==> config.mk <==
export PLATFORM = sky130hd
export DESIGN_NAME = fpa_back
export DESIGN_NICKNAME = d
export VERILOG_FILES = /design/src/rtl/fpa_pkg.sv /design/src/rtl/fpa_back.sv
export SDC_FILE = /design/constraint.sdc
export NUM_CORES = 1
export LEC_CHECK = 0
export BUFFER_PORTS_ARGS = -buffer_cell sky130_fd_sc_hd__buf_2
export CAP_MARGIN = 20
export CORE_MARGIN = 2
export CORE_UTILIZATION = 49
export DETAILED_ROUTE_END_ITERATION = 16
export PLACE_DENSITY = 0.85
export SETUP_SLACK_MARGIN = 0.3
export SLEW_MARGIN = 20
export SYNTH_ARGS = -nofsm -noshare
export SYNTH_HDL_FRONTEND = slang
export SYNTH_SLANG_ARGS = --single-unit
==> constraint.sdc <==
create_clock -name clk -period 1.2 [get_ports clk]
set_input_delay 0.06 -clock clk [delete_from_list [all_inputs] [get_ports clk]]
set_output_delay 0.06 -clock clk [all_outputs]
set_load 0.03 [all_outputs]
==> src/rtl/fpa_pkg.sv <==
// Shared types for the fixed-point arithmetic unit: operation codes,
// the request and response words, and the control bundle that travels with each stage.
// No dependencies.
package fpa_pkg;

    // Operation codes carried in the request word
    typedef enum logic [2:0] {
        OP_INT_TO_FIXED = 3'd0,
        OP_TO_INT_TRUNC = 3'd1,
        OP_TO_INT_ROUND = 3'd2,
        OP_ADD          = 3'd3,
        OP_SUB          = 3'd4,
        OP_MUL          = 3'd5,
        OP_DIV          = 3'd6
    } op_t;

    // Request word
    typedef struct packed {
        logic [2:0]         operation;
        logic signed [31:0] operand_a;
        logic signed [31:0] operand_b;
    } in_word_t;

    // Response word
    typedef struct packed {
        logic signed [31:0] result;
        logic               divide_by_zero;
    } out_word_t;

    // Per-stage control that rides along with the data
    typedef struct packed {
        logic valid;
        logic is_mul;
        logic is_div;
        logic negate;
        logic div_zero;
    } ctl_t;

endpackage

==> src/rtl/fpa_back.sv <==
// Output stage of the arithmetic unit: applies the quotient sign, forces the
// divide-by-zero result and holds the response word. Depends on fpa_pkg.
module fpa_back (
    input  logic                 clk,
    input  logic                 rst_n,
    input  logic                 en,
    input  fpa_pkg::ctl_t        ctl_i,
    input  logic [31:0]          res_i,
    input  logic [31:0]          quo_i,
    output logic                 out_valid,
    output fpa_pkg::out_word_t   out_word
);
    import fpa_pkg::*;

    logic       valid_reg;
    out_word_t  word_reg, word_next;

    // Select the final result and sign the quotient
    always_comb
    begin
        word_next                = '0;
        word_next.divide_by_zero = ctl_i.div_zero;
        if (ctl_i.is_div && !ctl_i.div_zero)
        begin
            word_next.result = ctl_i.negate ? (~quo_i + 32'd1) : quo_i;
        end
        else
        begin
            word_next.result = res_i;
        end
    end

    always_ff @(posedge clk or negedge rst_n)
    begin
        if (!rst_n)
        begin
            valid_reg <= 1'b0;
        end
        else if (en)
        begin
            valid_reg <= ctl_i.valid;
        end
    end

    always_ff @(posedge clk)
    begin
        if (en)
        begin
            word_reg <= word_next;
        end
    end

    assign out_valid = valid_reg;
    assign out_word  = word_reg;

endmodule

Word-level counts from Yosys, hierarchy flattened
Index checks and enable logic that the tools add are counted.
{"block": "classes", "addsub": 1, "multipliers": 0, "n_div": 0, "order_cmp": 0, "eq_ne": 0, "shifts": 0, "n_mux": 2, "bitwise": 1, "reduce_logical": 2}
{"operator": "32-bit two-way mux", "count": 2}
{"operator": "32-bit by 1-bit adder with 32-bit output, second input constant", "count": 1}
{"operator": "32-bit NOT", "count": 1}
{"operator": "1-bit logical AND", "count": 1}
{"operator": "1-bit zero test", "count": 1}
{"block": "totals", "register_bits": 34, "latchBits": 0, "mem_bits_rw": 0, "rom_bits": 0, "out_inout_bits": 34, "word_cells": 9, "mem_count": 0}

Longest topological paths before layout
{"block": "depth", "word_depth": 4, "mapped_depth": 7}

Least setup slack after synthesis
OpenSTA, ideal clock, no wires.
{"block": "synth_timing", "kind": "in2reg", "start": "in quo_i[10]", "end": "reg word_reg, in the netlist out_word[27], data pin", "arrival_time_ns": 1.707, "t_required_ns": 0.934, "path_slack_ns": -0.773, "stages": 7, "cell_sequence": "or4_4 or3_1 buf_6 buf_8 o41ai_4 xor2_1 o21ai_1"}
{"item": "start: declaration", "line_no": "fpa_back.sv:9", "rtl": "input logic [31:0] quo_i,"}
{"item": "end signal: assignment", "line_no": "fpa_back.sv:49", "rtl": "word_reg <= word_next;"}
{"item": "end: declaration", "line_no": "fpa_back.sv:16", "rtl": "out_word_t word_reg, word_next;"}

==> reports/metrics.cfg <==
[worst_setup_path]
cp_max_fo=12
reg2reg_to=out_valid
rr_worst_depth=1
cp_data_arrival_time_ns=2.09
crit_type=input pin to flop
reg2reg_from=out_valid
critPathLaunchType=input pin
path_cells=buf_6 -> or4_4 -> or3_4 -> buf_12 -> o21ai_1 -> xor2_1 -> o21ai_0
critPathCaptureType=flop
required_ns=1.20
critPathMaxStageDelay_ns=0.53
slowest_stage=or4_4
reg2reg_slack_ns=0.40

[power]
p_leak_nw=1.77
power_mw=3.80
ir_drop_mv=0.822
p_per_area_nw_per_um2=970

[synthesis]
async_flop_share_pct=2.94
synth_commonest_cells=39 x nand2_1, 33 x edfxtp_1, 30 x o21ai_0
syn_nets=281
post_synth_xor_area_fraction_pct=12.5
yosys.area_share.simple_pct=14.4
synth-adder-area-share_pct=0.593
muxShareOfSynthArea_pct=1.01
synth_top_area_cell=edfxtp_1
ys.warnings.count=0
synth_top_family_by_area=compound AO/OA/AOI/OAI gates
synth-compound-area-share_pct=19.6
synth.most_common_cell=nand2_1
syn_area_um2=2110
synth.distinct_cells=31
synth_top_area_share_pct=47.0
synth-main-ff-cell=edfxtp_1
yosysSeqAreaShare_pct=48.2
synth-edff-count=33
ys_ff_latch=34
syn_avg_cell_area_um2=10.1
syn_inst=208
synth_area_leaders=edfxtp_1 47%, xor2_1 12%, o21ai_0 7.1%

[sta]
min_period_ns=2.08
skew_ns=0
setup_violations=26
fin_crit_sh_pct=174
rsz0062_at_grt=true
fmax_mhz=480
tightest_slew_ns=0.415
slew_headroom_pct=72.3
finalMaxSlewViolations=0
final-hold-violation-count=0
setup_slack_ns=-0.884

[cts]
clk_pin_slew_ns=0.08
ctsLongestPathBuffers=2
cts_tree=built
htree_levels=2
insertion_delay_ns=0.29
cts-root-buf=clkbuf_8
cts_buffers=5
clock-sinks=34

[status]
violations=negative setup slack
status=finished, violations left

[final_layout]
nets=444
drive_gt1_share_pct=57.8
fillers=72
area_delta_synth_final_pct=85.8
post-route-util_pct=96.5

[global_route]
busiest_layer=met2
antenna_found_initial=1
gr-usage-met2_pct=57.2
grtUsageMet1_pct=38.3
grt_pass1_wl_um=12300
grt_pass1_vias=2431
overflow=0
use_met3_pct=6.10
grtUsageTotal_pct=32.3
grt_max_degree=65

[floorplan]
num_rows=23
die_w_um=69.6
die-height_um=69.6
core_um2=4060
io_pins=106
start_util_pct=52.0
die_area_um2=4840

[route]
routed_via_density=7.00
drtIter0Drc=583
ant_nets=0
drt_pass1_iterations=9
wl_um=12800
post_drt_wl_per_cell_um=30.2
drc=0
num_vias=2969

[job]
drv_cap=0

[place]
port_buffers=104
gp_congestion=0.857
dp_hpwl_um=4680

[hold_path]
min_path_type=input pin to async pin

## through the flow
stage	worst slack, ns	std cells	TNS [ns]	cell area (um^2)	hold slack, ns
floorplan	-0.741	208	-12.43	2350	-0.236
global placement	-0.968	400	-17.60	3280	-0.166
detailed placement	-1.07	400	-18.75	3280	-0.162
CTS	-0.620	416	-9.76	3680	0.000235
global route	-0.851	423	-14.54	3920	0.0775
finish	-0.884	424	-14.76	3920	0.0863
## state kept, by name, summed over array words and instances (netlist names)
register and cells:
out_valid 1, out_word 33
## placed cells by master, fill, tap and decap left out, drive strengths merged, types with 3 or more instances in the layout
master | synthesis | layout
buf | 3 | 165
clkbuf | 10 | 8
dlygate4sd3 | 0 | 3
edfxtp | 33 | 33
inv | 3 | 3
nand2 | 39 | 39
nand2b | 3 | 3
nand3 | 3 | 3
nand4 | 3 | 3
nor2 | 5 | 5
nor4 | 3 | 3
o21ai | 38 | 38
o31ai | 11 | 11
o41ai | 10 | 10
or3 | 3 | 3
xor2 | 28 | 28
## cell families after synthesis
family | count (synthesis)
flip-flops | 34
buffers and inverters | 16
AND/OR/NAND/NOR | 66
XOR/XNOR | 30
multiplexers | 2
AO/OA/AOI/OAI | 59
adder cells (fa/ha/maj) | 1
## worst max path at each step
| stage | from | endpoint | slack, ns | depth (start not counted) |
|---|---|---|---|---|
| floorplan | quo_i[10] | out_word[23] | -0.74 | 6 |
| global placement | quo_i[10] | out_word[20] | -0.97 | 7 |
| detailed placement | quo_i[10] | out_word[24] | -1.07 | 7 |
| CTS | quo_i[16] | out_word[31] | -0.62 | 8 |
| global route | quo_i[16] | out_word[23] | -0.85 | 7 |
| finish | quo_i[16] | out_word[22] | -0.88 | 7 |
## layer usage
layer  vias up  wire length, um
li1       1095                -
met1      1300             3790
met2       411             5570
met3       163             1730
met4         0             1710
met5         -                0
## timing repair
action	4_1_cts	5_1_grt
setup buffers	6	5
endpoints found under the hold margin	2	1
pin swaps	10	15
setup endpoints to repair	41	59
hold buffers	2	1
resized for setup	57	63
## critical path: cells and delay by family
kind	cells	cell delay [ns]
AND/OR/NAND/NOR	2	0.96
AO/OA/AOI/OAI	2	0.46
XOR/XNOR	1	0.31
buffers and inverters	2	0.28
## where the power goes
group	total, mW	leakage, nW	internal, mW	switching, mW
sequential	1.51	0.334	1.44	0.0697
combinational	1.36	1.38	0.567	0.797
clock	0.924	0.0482	0.464	0.460
## layout make-up
class                      instances  area [um^2]  area share (%)
tap                               50         62.6            1.60
sequential                        34         1020            25.9
clock buffer                       7         86.3            2.20
antenna                            2         5.00           0.128
multi-input combinational        158         1370            34.9
timing repair buffer             169         1350            34.4
clock inverter                     1         5.00           0.128
inverter                           3         28.8           0.735
Note: power is estimated with default switching activity, not from simulation.
