==> src/rtl/fpa_pkg.sv <==
// Shared types for the fixed-point arithmetic unit: operation codes,
// the request and response words, and the control bundle that travels with each stage.
// No dependencies.
package fpa_pkg;

    // Operation codes carried in the request word
    typedef enum logic [2:0] {
        OP_INT_TO_FIXED = 3'd0,
        OP_TO_INT_TRUNC = 3'd1,
        OP_TO_INT_ROUND = 3'd2,
        OP_ADD          = 3'd3,
        OP_SUB          = 3'd4,
        OP_MUL          = 3'd5,
        OP_DIV          = 3'd6
    } op_t;

    // Request word
    typedef struct packed {
        logic [2:0]         operation;
        logic signed [31:0] operand_a;
        logic signed [31:0] operand_b;
    } in_word_t;

    // Response word
    typedef struct packed {
        logic signed [31:0] result;
        logic               divide_by_zero;
    } out_word_t;

    // Per-stage control that rides along with the data
    typedef struct packed {
        logic valid;
        logic is_mul;
        logic is_div;
        logic negate;
        logic div_zero;
    } ctl_t;

endpackage

==> src/rtl/fpa_div_stage.sv <==
// One step of the unsigned restoring divider: produces one quotient bit per stage
// and carries the control bundle and side result along. Depends on fpa_pkg.
module fpa_div_stage #(
    parameter int DIV_BITS = 46
) (
    input  logic                  clk,
    input  logic                  rst_n,
    input  logic                  en,
    input  fpa_pkg::ctl_t         ctl_i,
    input  logic [31:0]           res_i,
    input  logic [31:0]           rem_i,
    input  logic [DIV_BITS-1:0]   dq_i,
    input  logic [31:0]           dvs_i,
    output fpa_pkg::ctl_t         ctl_o,
    output logic [31:0]           res_o,
    output logic [31:0]           rem_o,
    output logic [DIV_BITS-1:0]   dq_o,
    output logic [31:0]           dvs_o
);
    import fpa_pkg::*;

    ctl_t                   ctl_reg;
    logic [31:0]            res_reg;
    logic [31:0]            rem_reg, rem_next;
    logic [DIV_BITS-1:0]    dq_reg, dq_next;
    logic [31:0]            dvs_reg;

    logic [32:0]            trial;
    logic [32:0]            diff;
    logic                   fits;

    // Shift in the next dividend bit and try to subtract the divisor
    assign trial    = {rem_i, dq_i[DIV_BITS-1]};
    assign diff     = trial - {1'b0, dvs_i};
    assign fits     = (trial >= {1'b0, dvs_i});
    assign rem_next = fits ? diff[31:0] : trial[31:0];
    assign dq_next  = {dq_i[DIV_BITS-2:0], fits};

    always_ff @(posedge clk or negedge rst_n)
    begin
        if (!rst_n)
        begin
            ctl_reg <= '0;
        end
        else if (en)
        begin
            ctl_reg <= ctl_i;
        end
    end

    always_ff @(posedge clk)
    begin
        if (en)
        begin
            res_reg <= res_i;
            rem_reg <= rem_next;
            dq_reg  <= dq_next;
            dvs_reg <= dvs_i;
        end
    end

    assign ctl_o = ctl_reg;
    assign res_o = res_reg;
    assign rem_o = rem_reg;
    assign dq_o  = dq_reg;
    assign dvs_o = dvs_reg;

endmodule

==> config.mk <==
export PLATFORM = sky130hd
export DESIGN_NAME = fpa_div_stage
export DESIGN_NICKNAME = d
export VERILOG_FILES = /design/src/rtl/fpa_pkg.sv /design/src/rtl/fpa_div_stage.sv
export SDC_FILE = /design/constraint.sdc
export NUM_CORES = 1
export LEC_CHECK = 0
export ABC_AREA = 1
export BUFFER_PORTS_ARGS = -buffer_cell sky130_fd_sc_hd__buf_2
export CAP_MARGIN = 20
export CORE_MARGIN = 2
export CORE_UTILIZATION = 40
export CTS_CLUSTER_DIAMETER = 40
export DETAILED_ROUTE_END_ITERATION = 6
export MAX_ROUTING_LAYER = met4
export PLACE_DENSITY = 0.68
export SLEW_MARGIN = 40
export SYNTH_ARGS = -nofsm -noshare
export SYNTH_HDL_FRONTEND = slang
export SYNTH_SLANG_ARGS = --single-unit
==> constraint.sdc <==
create_clock -name clk -period 1.39 [get_ports clk]
set_input_delay 0.139 -clock clk [delete_from_list [all_inputs] [get_ports clk]]
set_output_delay 0.139 -clock clk [all_outputs]
set_load 0.01 [all_outputs]
After elaboration in Yosys (flattened, before gate mapping)
Index checks and enable logic that the tools add are counted.
- magnitude comparators: 1
- $add $sub $neg: 1
- mux-type cells: 1
- operators by type and width (operator ; count):
    $ge A33 B32 Y1 ; 1
    $mux W32 ; 1
    $sub A32 B32 Y32 ; 1
- input port bits: 150
- word-level logic and storage cells: 12
- output and inout port bits: 147
- bits in registers: 147

Longest topological paths before layout
- depth after elaboration: 2
- mapped depth: 17

Worst setup path after synthesis
No wires, ideal clock.
- kind: input-to-reg
- start: input port dq_i[45]
- end: register rem_reg[16], in the netlist rem_o[16], data pin
- data required time: 1.137 ns
- arrival time: 1.500 ns
- stages: 13
- setup slack: -0.363 ns
- path through: inv_1 -> ha_1 -> fa_1 -> inv_1 -> nand3_1 -> nand3_1 -> nand2_1 -> nand3_1 -> nand3_1 -> nand2_1 -> nand2_1 -> nand3_1 -> nand2_1
- word-level cells in the longest chain between the ends: 2
- elaborated cells between the ends (all ways): 3
- classes of those cells: add/sub (1); order compare (1); mux (1)
- ends and longest elaborated chain (what ; RTL line ; text):
    from (decl) ; fpa_div_stage.sv:12 ; input logic [DIV_BITS-1:0] dq_i,
    $sub A32 B32 Y32 / $ge A33 B32 Y1 (equally long branches) ; fpa_div_stage.sv:34, fpa_div_stage.sv:35 ;
    $mux W32 * ; fpa_div_stage.sv:36 ; assign rem_next = fits ? diff[31:0] : trial[31:0];
    net rem_next[16] ; fpa_div_stage.sv:24 ; logic [31:0] rem_reg, rem_next;
    to (signal assigned) ; fpa_div_stage.sv:56 ; rem_reg <= rem_next;
    to (decl) ; fpa_div_stage.sv:24 ;
Mark *: on every way through the listed nets, which the timed path passes. The rest lies on a longest branch.
A chain may end at the register's enable or synchronous reset.

Worst setup path in the final report
- start: input port rem_i[6]
- end: register rem_reg[12], in the netlist rem_o[12], data pin
- word-level cells in the longest chain between the ends: 2
- elaborated cells between the ends (all ways): 3
- classes of those cells: add/sub (1); order compare (1); mux (1)
- ends and longest elaborated chain (what ; RTL line ; text):
    from (decl) ; fpa_div_stage.sv:11 ; input logic [31:0] rem_i,
    $sub A32 B32 Y32 / $ge A33 B32 Y1 (equally long branches) ; fpa_div_stage.sv:34, fpa_div_stage.sv:35 ;
    $mux W32 * ; fpa_div_stage.sv:36 ;
    net rem_next[12] ; fpa_div_stage.sv:24 ;
Marked as above.

==> reports/qor.yml <==
status: "finished, violations left"
violations: "negative setup slack"
fin_worst_skew_ps: 0
period_share_pct: 104
fin_area_um2: 12900
antenna_found_initial: 3
crit_path_start_kind: "primary input"
synth-xor-area-share_pct: 1.62
drtIter0Drc: 257
cp_max_fo: 4
post-route-util_pct: 69.4
hold_depth: 1
cts_tree: "built"
syn-instance-count: 802
gr-total-overflow: 0
wl_per_cell_um: 15.8
die_w_um: 141
use_met3_pct: 5.50
synth_warnings: 0
rr_worst_depth: 1
ctsHtreeMaxLevel: 4
ctsLongestPathBuffers: 2
yosysSeqAreaShare_pct: 58.1
setup-violations-final: 32
synth-compound-area-share_pct: 1.72
timing_hold_violations_final: 0
layout.cells.non_filler: 1596
grt.busiest_layer: "met2"
critical_path_class: "in2reg"
slew_violations: 0
timing.final.crit_period_ps: 1440
max_cap_viol_count: 0
peakVddDrop_mv: 0.813
ys_types: 29
clkSlewWorstSetupHoldPaths_ps: 70
dieHeight_um: 141
coreArea_um2: 18600
drc: 0
p_leak_nw: 6.28
num_vias: 7262
synthSimpleGateAreaFrac_pct: 23.7
end_kind: "register"
clock_sinks: 147
max_slew_margin_pct: 79.4
io_pins: 297
power_density_nw_per_um2: 1040
synth_fa_ha_area_share_pct: 5.56
antenna_left: 0
ys.flop_type: "edfxtp_1"
fillers: 1434
grt_pass1_wl_um: 38200
synth-edff-count: 142
syn_area_per_cell_um2: 9.42
synth-seq-cells: 147
numCtsBuffers: 17
layout_common_cells: "buf_2, nand2_1, edfxtp_1"
synthToLayoutAreaGrowth_pct: 71.3
use_met1_pct: 28.8
start_util_pct: 40.5
place_area_um2: 10700
drive_gt1_share_pct: 47.7
grt_max_degree: 31
clk_latency_ps: 420
arrival_ps: 1620
use_met2_pct: 45.7
layout_setup_ws_ps: -51.8
rows: 50
ys_async_sr_fraction_pct: 3.40
rsz0062_at_grt: "true"
fmax_mhz: 694
grt_use_total_pct: 25.6
wl_um: 25300
worst_pin_slew_ps: 309
synth_top_family_by_area: "simple AND/OR/NAND/NOR gates"
muxShareOfSynthArea_pct: 0.745
netlist_area_um2: 7560
grt_pass1_vias: 7388
cts-root-buf: "clkbuf_16"
hpwl_um: 17700
dr.pass1.iters: 5
hold_path.class: "in2reg"
final_common_cell: "buf_2"
port_buffers: 296
place_congestion: 0.906
nNetsFinal: 1529
viasPerCell: 4.55
dp.cells: 1443
synth_nets: 985
die_area_um2: 20000
cp.required_ps: 1570
registers in the layout, summed over array words and instances (netlist names):
name,count
ctl_o,5
dq_o,46
dvs_o,32
rem_o,32
res_o,32
cell families after synthesis:
family | after synthesis
muxes | 5
buffers and inverters | 159
DFF | 147
xor gates and xnor gates | 14
adders and majority gates | 33
and+or+nand+nor | 419
AOI/OAI and AO/OA | 25
routing by layer:
metal	vias to the layer above	wire, um
met4	0	565
met5	-	0
met1	3335	10200
met2	239	13000
met3	45	1440
li1	3643	-
through the flow:
step | worst slack [ps] | power [mW] | TNS, ps | hold slack (ps)
final | -51.8 | 13.5 | -720 | 14.6
after CTS | -36.6 | 13.4 | -301 | 2.01
after global routing | -126 | 14.1 | -2950 | 2.22
after detailed placement | -674 | 8.56 | -19680 | -40.3
after global placement | -643 | 8.52 | -19780 | -39.6
after floorplan | -281 | 7.05 | -8680 | -157
layout make-up:
type	instances	area (um2)	area share [%]
sequential	147	4390	33.9
timing repair buffer	532	3640	28.1
multi-input combinational	496	3430	26.5
inverter	152	611	4.72
clock buffer	18	429	3.32
tap	234	293	2.26
clock inverter	14	139	1.07
antenna	3	7.51	0.0580
power by group:
part / leakage (nW) / internal (mW) / switching [mW]
Combinational: 4.56 / 1.68 / 1.86
Sequential: 1.45 / 5.36 / 0.123
Clock: 0.276 / 2.38 / 2.08
cells in the mapped netlist (3+ instances only):
cell,count,share of area (%)
nand2_1,297,15
inv_1,150,7.5
edfxtp_1,142,56
nand3_1,37,2.5
nor2_1,34,1.7
ha_1,32,5.3
a21oi_1,21,1.4
xor2_1,13,1.5
nand2_2,11,0.91
nand3b_1,10,0.99
and2_1,8,0.66
buf_6,6,0.89
nor2_2,6,0.50
nor3_1,6,0.40
dfrtp_1,5,1.7
mux2_2,5,0.75
nand2_4,3,0.45
final timing paths:
path	slack, ps	from	endpoint
worst max-delay path	-50	rem_i[6]	rem_o[12]
worst min-delay path	10	en	rem_o[24]
worst max register to register	610	ctl_o[2]	ctl_o[2]
worst min register to register	510	ctl_o[1]	ctl_o[1]
max in group asynchronous	1190	rst_n	ctl_o[3]
min in group asynchronous	60	rst_n	ctl_o[2]
what timing repair did:
action	4_1_cts	5_1_grt
hold buffers	112	0
setup buffers	2	4
endpoints found under the setup margin	32	33
endpoints found under the hold margin	116	0
gates resized for setup	88	52
pin swaps	19	13
worst max-delay path, cell delays in order:
cell and delay (ps):
buf_2 120, ha_4 260, nand2_2 130, buf_4 130, inv_1 40, nand2_2 80
nand2_2 80, a21oi_4 180, nand2_4 90, buf_4 140, xor2_1 130, nand2_1 60
nand2_1 40
(Power assumes the default switching activity.)
