[src/rtl/fpa_pkg.sv]
// Shared types for the fixed-point arithmetic unit: operation codes,
// the request and response words, and the control bundle that travels with each stage.
// No dependencies.
package fpa_pkg;

    // Operation codes carried in the request word
    typedef enum logic [2:0] {
        OP_INT_TO_FIXED = 3'd0,
        OP_TO_INT_TRUNC = 3'd1,
        OP_TO_INT_ROUND = 3'd2,
        OP_ADD          = 3'd3,
        OP_SUB          = 3'd4,
        OP_MUL          = 3'd5,
        OP_DIV          = 3'd6
    } op_t;

    // Request word
    typedef struct packed {
        logic [2:0]         operation;
        logic signed [31:0] operand_a;
        logic signed [31:0] operand_b;
    } in_word_t;

    // Response word
    typedef struct packed {
        logic signed [31:0] result;
        logic               divide_by_zero;
    } out_word_t;

    // Per-stage control that rides along with the data
    typedef struct packed {
        logic valid;
        logic is_mul;
        logic is_div;
        logic negate;
        logic div_zero;
    } ctl_t;

endpackage

[src/rtl/fpa_front.sv]
// Front end of the arithmetic unit: two register stages that decode the word, compute the
// simple operations and the multiply, and prepare the magnitudes for the divider.
// Depends on fpa_pkg.
module fpa_front #(
    parameter int FRACTION_BITS = 14
) (
    input  logic                           clk,
    input  logic                           rst_n,
    input  logic                           en,
    input  logic                           in_valid,
    input  fpa_pkg::in_word_t              in_word,
    output fpa_pkg::ctl_t                  ctl,
    output logic [31:0]                    res,
    output logic [32+FRACTION_BITS-1:0]    dq,
    output logic [31:0]                    dvs
);
    import fpa_pkg::*;

    localparam int DIV_BITS = 32 + FRACTION_BITS;
    localparam logic [32:0] SCALE_M1 = 33'((64'd1 << FRACTION_BITS) - 64'd1);
    localparam logic [32:0] HALF     = 33'(64'd1 << (FRACTION_BITS - 1));
    localparam logic [32:0] HALF_M1  = 33'((64'd1 << (FRACTION_BITS - 1)) - 64'd1);
    localparam logic signed [63:0] SCALE_M1_W = (64'sd1 <<< FRACTION_BITS) - 64'sd1;

    // Stage A registers
    ctl_t                   ctl_a_reg, ctl_a_next;
    logic [31:0]            res_a_reg, res_a_next;
    logic signed [63:0]     prod_a_reg, prod_a_next;
    logic [DIV_BITS-1:0]    dq_a_reg, dq_a_next;
    logic [31:0]            dvs_a_reg, dvs_a_next;

    // Stage B registers
    ctl_t                   ctl_b_reg;
    logic [31:0]            res_b_reg, res_b_next;
    logic [DIV_BITS-1:0]    dq_b_reg;
    logic [31:0]            dvs_b_reg;

    logic [31:0]            a_u;
    logic [31:0]            b_u;
    logic [31:0]            a_mag;
    logic [31:0]            b_mag;
    logic [32:0]            bias;
    logic signed [32:0]     a_ext;
    logic signed [32:0]     conv_sum;
    logic signed [32:0]     conv_shift;
    logic [31:0]            shl;
    logic signed [63:0]     mul_sum;
    logic signed [63:0]     mul_shift;

    assign a_u   = in_word.operand_a;
    assign b_u   = in_word.operand_b;
    assign a_mag = a_u[31] ? (~a_u + 32'd1) : a_u;
    assign b_mag = b_u[31] ? (~b_u + 32'd1) : b_u;
    assign a_ext = $signed({a_u[31], a_u});
    assign shl   = a_u << FRACTION_BITS;

    // Pick the rounding offset so one add and an arithmetic shift cover both conversions
    always_comb
    begin
        bias = '0;
        if (op_t'(in_word.operation) == OP_TO_INT_ROUND)
        begin
            bias = a_u[31] ? HALF_M1 : HALF;
        end
        else if (a_u[31])
        begin
            bias = SCALE_M1;
        end
    end

    assign conv_sum   = a_ext + $signed(bias);
    assign conv_shift = conv_sum >>> FRACTION_BITS;

    // Decode the word and compute stage A results
    always_comb
    begin
        ctl_a_next          = '0;
        ctl_a_next.valid    = in_valid;
        res_a_next          = '0;
        prod_a_next         = $signed(in_word.operand_a) * $signed(in_word.operand_b);
        dq_a_next           = {a_mag, {FRACTION_BITS{1'b0}}};
        dvs_a_next          = b_mag;
        unique case (op_t'(in_word.operation))
            OP_INT_TO_FIXED: res_a_next = shl;
            OP_TO_INT_TRUNC: res_a_next = conv_shift[31:0];
            OP_TO_INT_ROUND: res_a_next = conv_shift[31:0];
            OP_ADD:          res_a_next = a_u + b_u;
            OP_SUB:          res_a_next = a_u - b_u;
            OP_MUL:          ctl_a_next.is_mul = 1'b1;
            OP_DIV:
            begin
                ctl_a_next.is_div   = 1'b1;
                ctl_a_next.negate   = a_u[31] ^ b_u[31];
                ctl_a_next.div_zero = (b_u == 32'd0);
            end
            default:         res_a_next = '0;
        endcase
    end

    always_ff @(posedge clk or negedge rst_n)
    begin
        if (!rst_n)
        begin
            ctl_a_reg <= '0;
        end
        else if (en)
        begin
            ctl_a_reg <= ctl_a_next;
        end
    end

    always_ff @(posedge clk)
    begin
        if (en)
        begin
            res_a_reg  <= res_a_next;
            prod_a_reg <= prod_a_next;
            dq_a_reg   <= dq_a_next;
            dvs_a_reg  <= dvs_a_next;
        end
    end

    // Scale the product down, truncating toward zero
    assign mul_sum   = prod_a_reg + (prod_a_reg[63] ? SCALE_M1_W : 64'sd0);
    assign mul_shift = mul_sum >>> FRACTION_BITS;
    assign res_b_next = ctl_a_reg.is_mul ? mul_shift[31:0] : res_a_reg;

    always_ff @(posedge clk or negedge rst_n)
    begin
        if (!rst_n)
        begin
            ctl_b_reg <= '0;
        end
        else if (en)
        begin
            ctl_b_reg <= ctl_a_reg;
        end
    end

    always_ff @(posedge clk)
    begin
        if (en)
        begin
            res_b_reg <= res_b_next;
            dq_b_reg  <= dq_a_reg;
            dvs_b_reg <= dvs_a_reg;
        end
    end

    assign ctl = ctl_b_reg;
    assign res = res_b_reg;
    assign dq  = dq_b_reg;
    assign dvs = dvs_b_reg;

endmodule

[config.mk]
export PLATFORM = sky130hd
export DESIGN_NAME = fpa_front
export DESIGN_NICKNAME = d
export VERILOG_FILES = /design/src/rtl/fpa_pkg.sv /design/src/rtl/fpa_front.sv
export SDC_FILE = /design/constraint.sdc
export NUM_CORES = 2
export LEC_CHECK = 0
export BUFFER_PORTS_ARGS = -buffer_cell sky130_fd_sc_hd__buf_2
export CAP_MARGIN = 25
export CORE_MARGIN = 2
export CORE_UTILIZATION = 23
export CTS_BUF_LIST = sky130_fd_sc_hd__clkbuf_4 sky130_fd_sc_hd__clkbuf_8 sky130_fd_sc_hd__clkbuf_16
export DETAILED_ROUTE_END_ITERATION = 10
export GPL_TIMING_DRIVEN = 0
export PLACE_DENSITY = 0.34
export RECOVER_POWER = 100
export SLEW_MARGIN = 20
export SYNTH_ARGS = -nofsm -noshare
export SYNTH_HDL_FRONTEND = slang
export SYNTH_SLANG_ARGS = --single-unit
[constraint.sdc]
create_clock -name clk -period 3.6 [get_ports clk]
set_input_delay 0.72 -clock clk [delete_from_list [all_inputs] [get_ports clk]]
set_output_delay 0.72 -clock clk [all_outputs]
set_load 0.01 [all_outputs]
; ---- Word-level counts from Yosys, hierarchy flattened
; Index checks and enable logic that the tools add are counted.
[classes]
add_sub_neg = 6
multipliers = 1
eq_ne = 6
muxes = 10
bitwise_logic = 3
reduce_logical = 3
[op_table]
columns = cell, n
row1 = 32-bit one-hot mux with 4 select lines, 1
row2 = 32-bit by 1-bit adder with 32-bit output (second input constant), 2
row3 = 32-bit by 32-bit multiplier with 64-bit output, 1
row4 = 32-bit NOT, 2
row5 = 31-bit 2-to-1 mux, 2
row6 = 46-bit by 15-bit adder with 46-bit output, 1
row7 = 14-bit 2-to-1 mux, 3
row8 = 32-bit by 33-bit adder with 33-bit output, 1
row9 = 33-bit 2-to-1 mux, 1
row10 = 32-bit adder, 1
row11 = 32-bit zero test, 1
row12 = 32-bit 2-to-1 mux, 1
row13 = 32-bit subtractor, 1
row14 = 3-bit equality test (second input constant), 3
row15 = 3-bit by 2-bit equality test with 1-bit output (second input constant), 2
row16 = 3-bit by 1-bit equality test with 1-bit output (second input constant), 1
row17 = 3-bit zero test, 1
row18 = 3-bit 2-to-1 mux, 1
row19 = 2-bit OR reduction, 1
row20 = 1-bit 2-to-1 mux, 1
row21 = 1-bit bitwise XOR, 1
[word_totals]
register_bits = 266
output_inout_bits = 115
elab_cells = 48

; ---- Depth between registers and ports, before layout
[depth]
ltp_word = 4
ltp_mapped = 29
depth_no_buf = 27

; ---- Least setup slack after synthesis
; Ideal clock, no wire load.
[synth_path]
path_kind = input -> register
startpoint = input in_word[63] (netlist bit)
endpoint = register prod_a_reg[63], data pin
arrival_ns = 7.826
required_ns = 3.340
setup_slack_ns = -4.485
cell_stages = 27
path_buffers = 2
path_cell_list = clkbuf_1 clkbuf_1 nand2_1 inv_1 fa_1 inv_1 fa_1 fa_1 inv_1 fa_1 inv_1 fa_1 inv_1 fa_1 inv_1 fa_1 inv_1 fa_1 ha_1 a21o_1 a21o_1 a21oi_1 o21ai_0 or3_1 o22ai_1 a31oi_1 xnor2_1
[synth_between]
elab_chain_len = 1
[synth_lines]
columns = element, line
row1 = start: declaration, fpa_front.sv:11  ; input fpa_pkg::in_word_t in_word,
row2 = 32-bit by 32-bit multiplier with 64-bit output, fpa_front.sv:80  ; prod_a_next = $signed(in_word.operand_a) * $signed(in_word.operand_b);
row3 = named net prod_a_next[63], fpa_front.sv:28  ; logic signed [63:0] prod_a_reg, prod_a_next;
row4 = end signal: assignment, fpa_front.sv:117  ; prod_a_reg <= prod_a_next;
row5 = end: declaration, fpa_front.sv:28
; The timed path passes the listed nets, and every way through them passes these cells.
; A chain may end at the register's enable or synchronous reset.

; ---- Worst setup path in the final report
[layout_path]
startpoint = input in_word[34] (netlist bit)
endpoint = register prod_a_reg[63], data pin
; The elaborated chain is that of the path after synthesis.

==> out/metrics.cfg <==
[route]
ant_nets = 0
met1_length_um = 107000
vias = 37622
wirelength_um = 244000
first_pass_iters = 5
drc = 0
met3_length_um = 13700
top_layer_used = met5
wl_per_cell_um = 29.2
drt_iter0_markers = 2696
via_per_inst = 4.50
wl_met2_um = 114000

[timing]
finalCriticalPeriod_ns = 7.89
tightest_slew_ns = 1.95
layout_setup_ws_ns = -4.29
finalSetupViolCount = 107
skew_ns = 0.0103
drv_slew = 77
slew-limit-headroom = -0.299
fmax_ghz = 0.127
finalHoldViolations = 0
rsz0062_at_grt = true
period_share = 2.19

[grt]
grt_pass1_vias = 40545
gr-total-overflow = 0
grt_max_degree = 93
grt_pass1_wl_um = 337000
grt_usage = 0.226
antenna_found_initial = 48

[final_layout]
largest_reg_flops = 47
area_growth_pct = 29.5
finalNonFillerCells = 8367
mostFrequentLayoutCell = fa_1
final_cell_mix = fa_1 (1007), inv_1 (987), nand2_1 (609)
drive_above_1_share = 0.208
nets = 6902

[place]
dp_hpwl_um = 195000
place.gp.congestion = 0.901
dp.cells = 7986
io_buffer_count = 150

[clock_tree]
numCtsBuffers = 30
htree_levels = 1
clock_path_buffers = 3
cts_sinks = 249
cts_tree = done
cts.clk_slew.worst_paths_ns = 0.06
root_buffer = clkbuf_16
clkLatencyLatePin_ns = 0.60

[yosys]
yosys-top-cells-area = fa_1 (44%), edfxtp_1 (15%), inv_1 (7.9%), ha_1 (6.3%), and2_1 (5.8%)
yosys_warnings = 0
yosysTopAreaCell = fa_1
synth_edf_count = 239
synthFlopType = edfxtp_1
ys_seq_elements = 249
syn-instance-count = 4983
synthArstFlopShare = 0.0402
syn_area_sq_um = 48800
yosysTopAreaCellShare = 0.444
yosysSeqAreaShare = 0.152
yosysUniqueCellTypes = 72
syn_area_per_cell_sq_um = 9.80

[die]
ios = 186
coreArea_sq_um = 212000
rows = 169
start_util = 0.231
die_h_um = 465
die_w_um = 465
design.die.area_sq_um = 216000

[flow_run]
cap_violations = 1

[setup_path]
crit_type = in -> reg
worstSetupStartpointType = input pin
required_ns = 3.94
cp.arrival_ns = 8.23
cp_common_cell = fa_1
cp_slowest_cell = fa_2
cp_max_fo = 10
end_kind = flop
critPathMaxStageDelay_ns = 0.62

[worst_hold_path]
min_path_type = in -> reg

[status]
violations = max-capacitance violations, max-slew violations, negative setup slack
status = finished, violations left

==> per-stage QoR <==
step	area [sq um]	setup slack [ns]	setup TNS [ns]	hold slack (ns)	utilization
3_5_place_dp	55700	-6.76	-255.13	0.405	0.263
5_1_grt	63200	-4.32	-181.90	0.342	0.299
3_3_place_gp	55400	-8.83	-751.64	0.401	0.262
2_1_floorplan	51100	-4.00	-127.61	0.400	-
6_report	63200	-4.29	-165.66	0.360	0.299
4_1_cts	61600	-4.16	-138.24	0.336	0.291
==> worst paths after layout <==
check,endpoint,startpoint,cells after the start,slack [ns]
worst max-delay path,prod_a_reg[63]$_DFFE_PP_,in_word[34],26,-4.29
worst min-delay path,ctl_a_reg[4]$_DFFE_PN0P_,in_valid,2,0.36
worst max register to register,res[31]$_DFFE_PP_,prod_a_reg[63]$_DFFE_PP_,12,-0.34
worst min register to register,dvs[9]$_DFFE_PP_,dvs_a_reg[9]$_DFFE_PP_,0,0.42
max in group asynchronous,ctl_a_reg[3]$_DFFE_PN0P_,rst_n,2,2.62
min in group asynchronous,ctl_a_reg[0]$_DFFE_PN0P_,rst_n,2,0.62
==> cell type report <==
class / count / area, sq um
diodes: 19 / 47.5
plain buffers: 297 / 4590
clock buffers: 34 / 781
clock inverters: 22 / 225
fillers: 22299 / 148000
inverters: 1032 / 3900
multi-input cells: 3409 / 38800
flip-flops and latches: 249 / 7430
well taps: 2821 / 3530
repair buffers: 484 / 3980
==> per-layer routing <==
layer  global-route usage  vias to the layer above
met1                0.313                    20084
met3               0.0239                      272
met2                0.375                     1205
met5                    0                        -
li1                     -                    16051
met4               0.0561                       10
==> critical path: cells and delay by family <==
kind,cells,cell delay [ns]
fa+ha+maj,9,4.22
compound gates,5,1.24
buf+inv,7,1.10
simple gates,4,0.73
xor+xnor,1,0.18
==> timing repair <==
| item | CTS | global route |
|---|---|---|
| resized for setup | 683 | 289 |
| buffers inserted | 198 | 116 |
| cloned | 2 | 1 |
| hold buffers | 1 | 0 |
| endpoints found under the setup margin | 105 | 79 |
| endpoints found under the hold margin | 10 | 0 |
| pin swaps | 100 | 163 |
==> cells by family after synthesis <==
| kind of cell | synth area share |
|---|---|
| AOI/OAI and AO/OA | 0.0506 |
| muxes | 0.00202 |
| xor gates and xnor gates | 0.0378 |
| and+or+nand+nor | 0.147 |
| DFF | 0.152 |
| adders and majority gates | 0.507 |
| other | 0.0000768 |
| buffers and inverters | 0.104 |
==> synth_stat cells (all sizes together), types with 17 or more instances <==
master / instances
edfxtp: 239
nand4: 30
clkbuf: 245
a21o: 38
fa: 1083
xnor2: 134
and2: 455
nand2: 647
inv: 1032
nand3: 32
ha: 245
buf: 61
nor3: 27
nand2b: 28
xor2: 77
o21ai: 88
o31ai: 21
a21oi: 109
nor2: 151
o211ai: 17
Power is left out: the tool's default activity adds up to more than one toggle a clock period on the data nets, which glitch-free logic cannot reach.
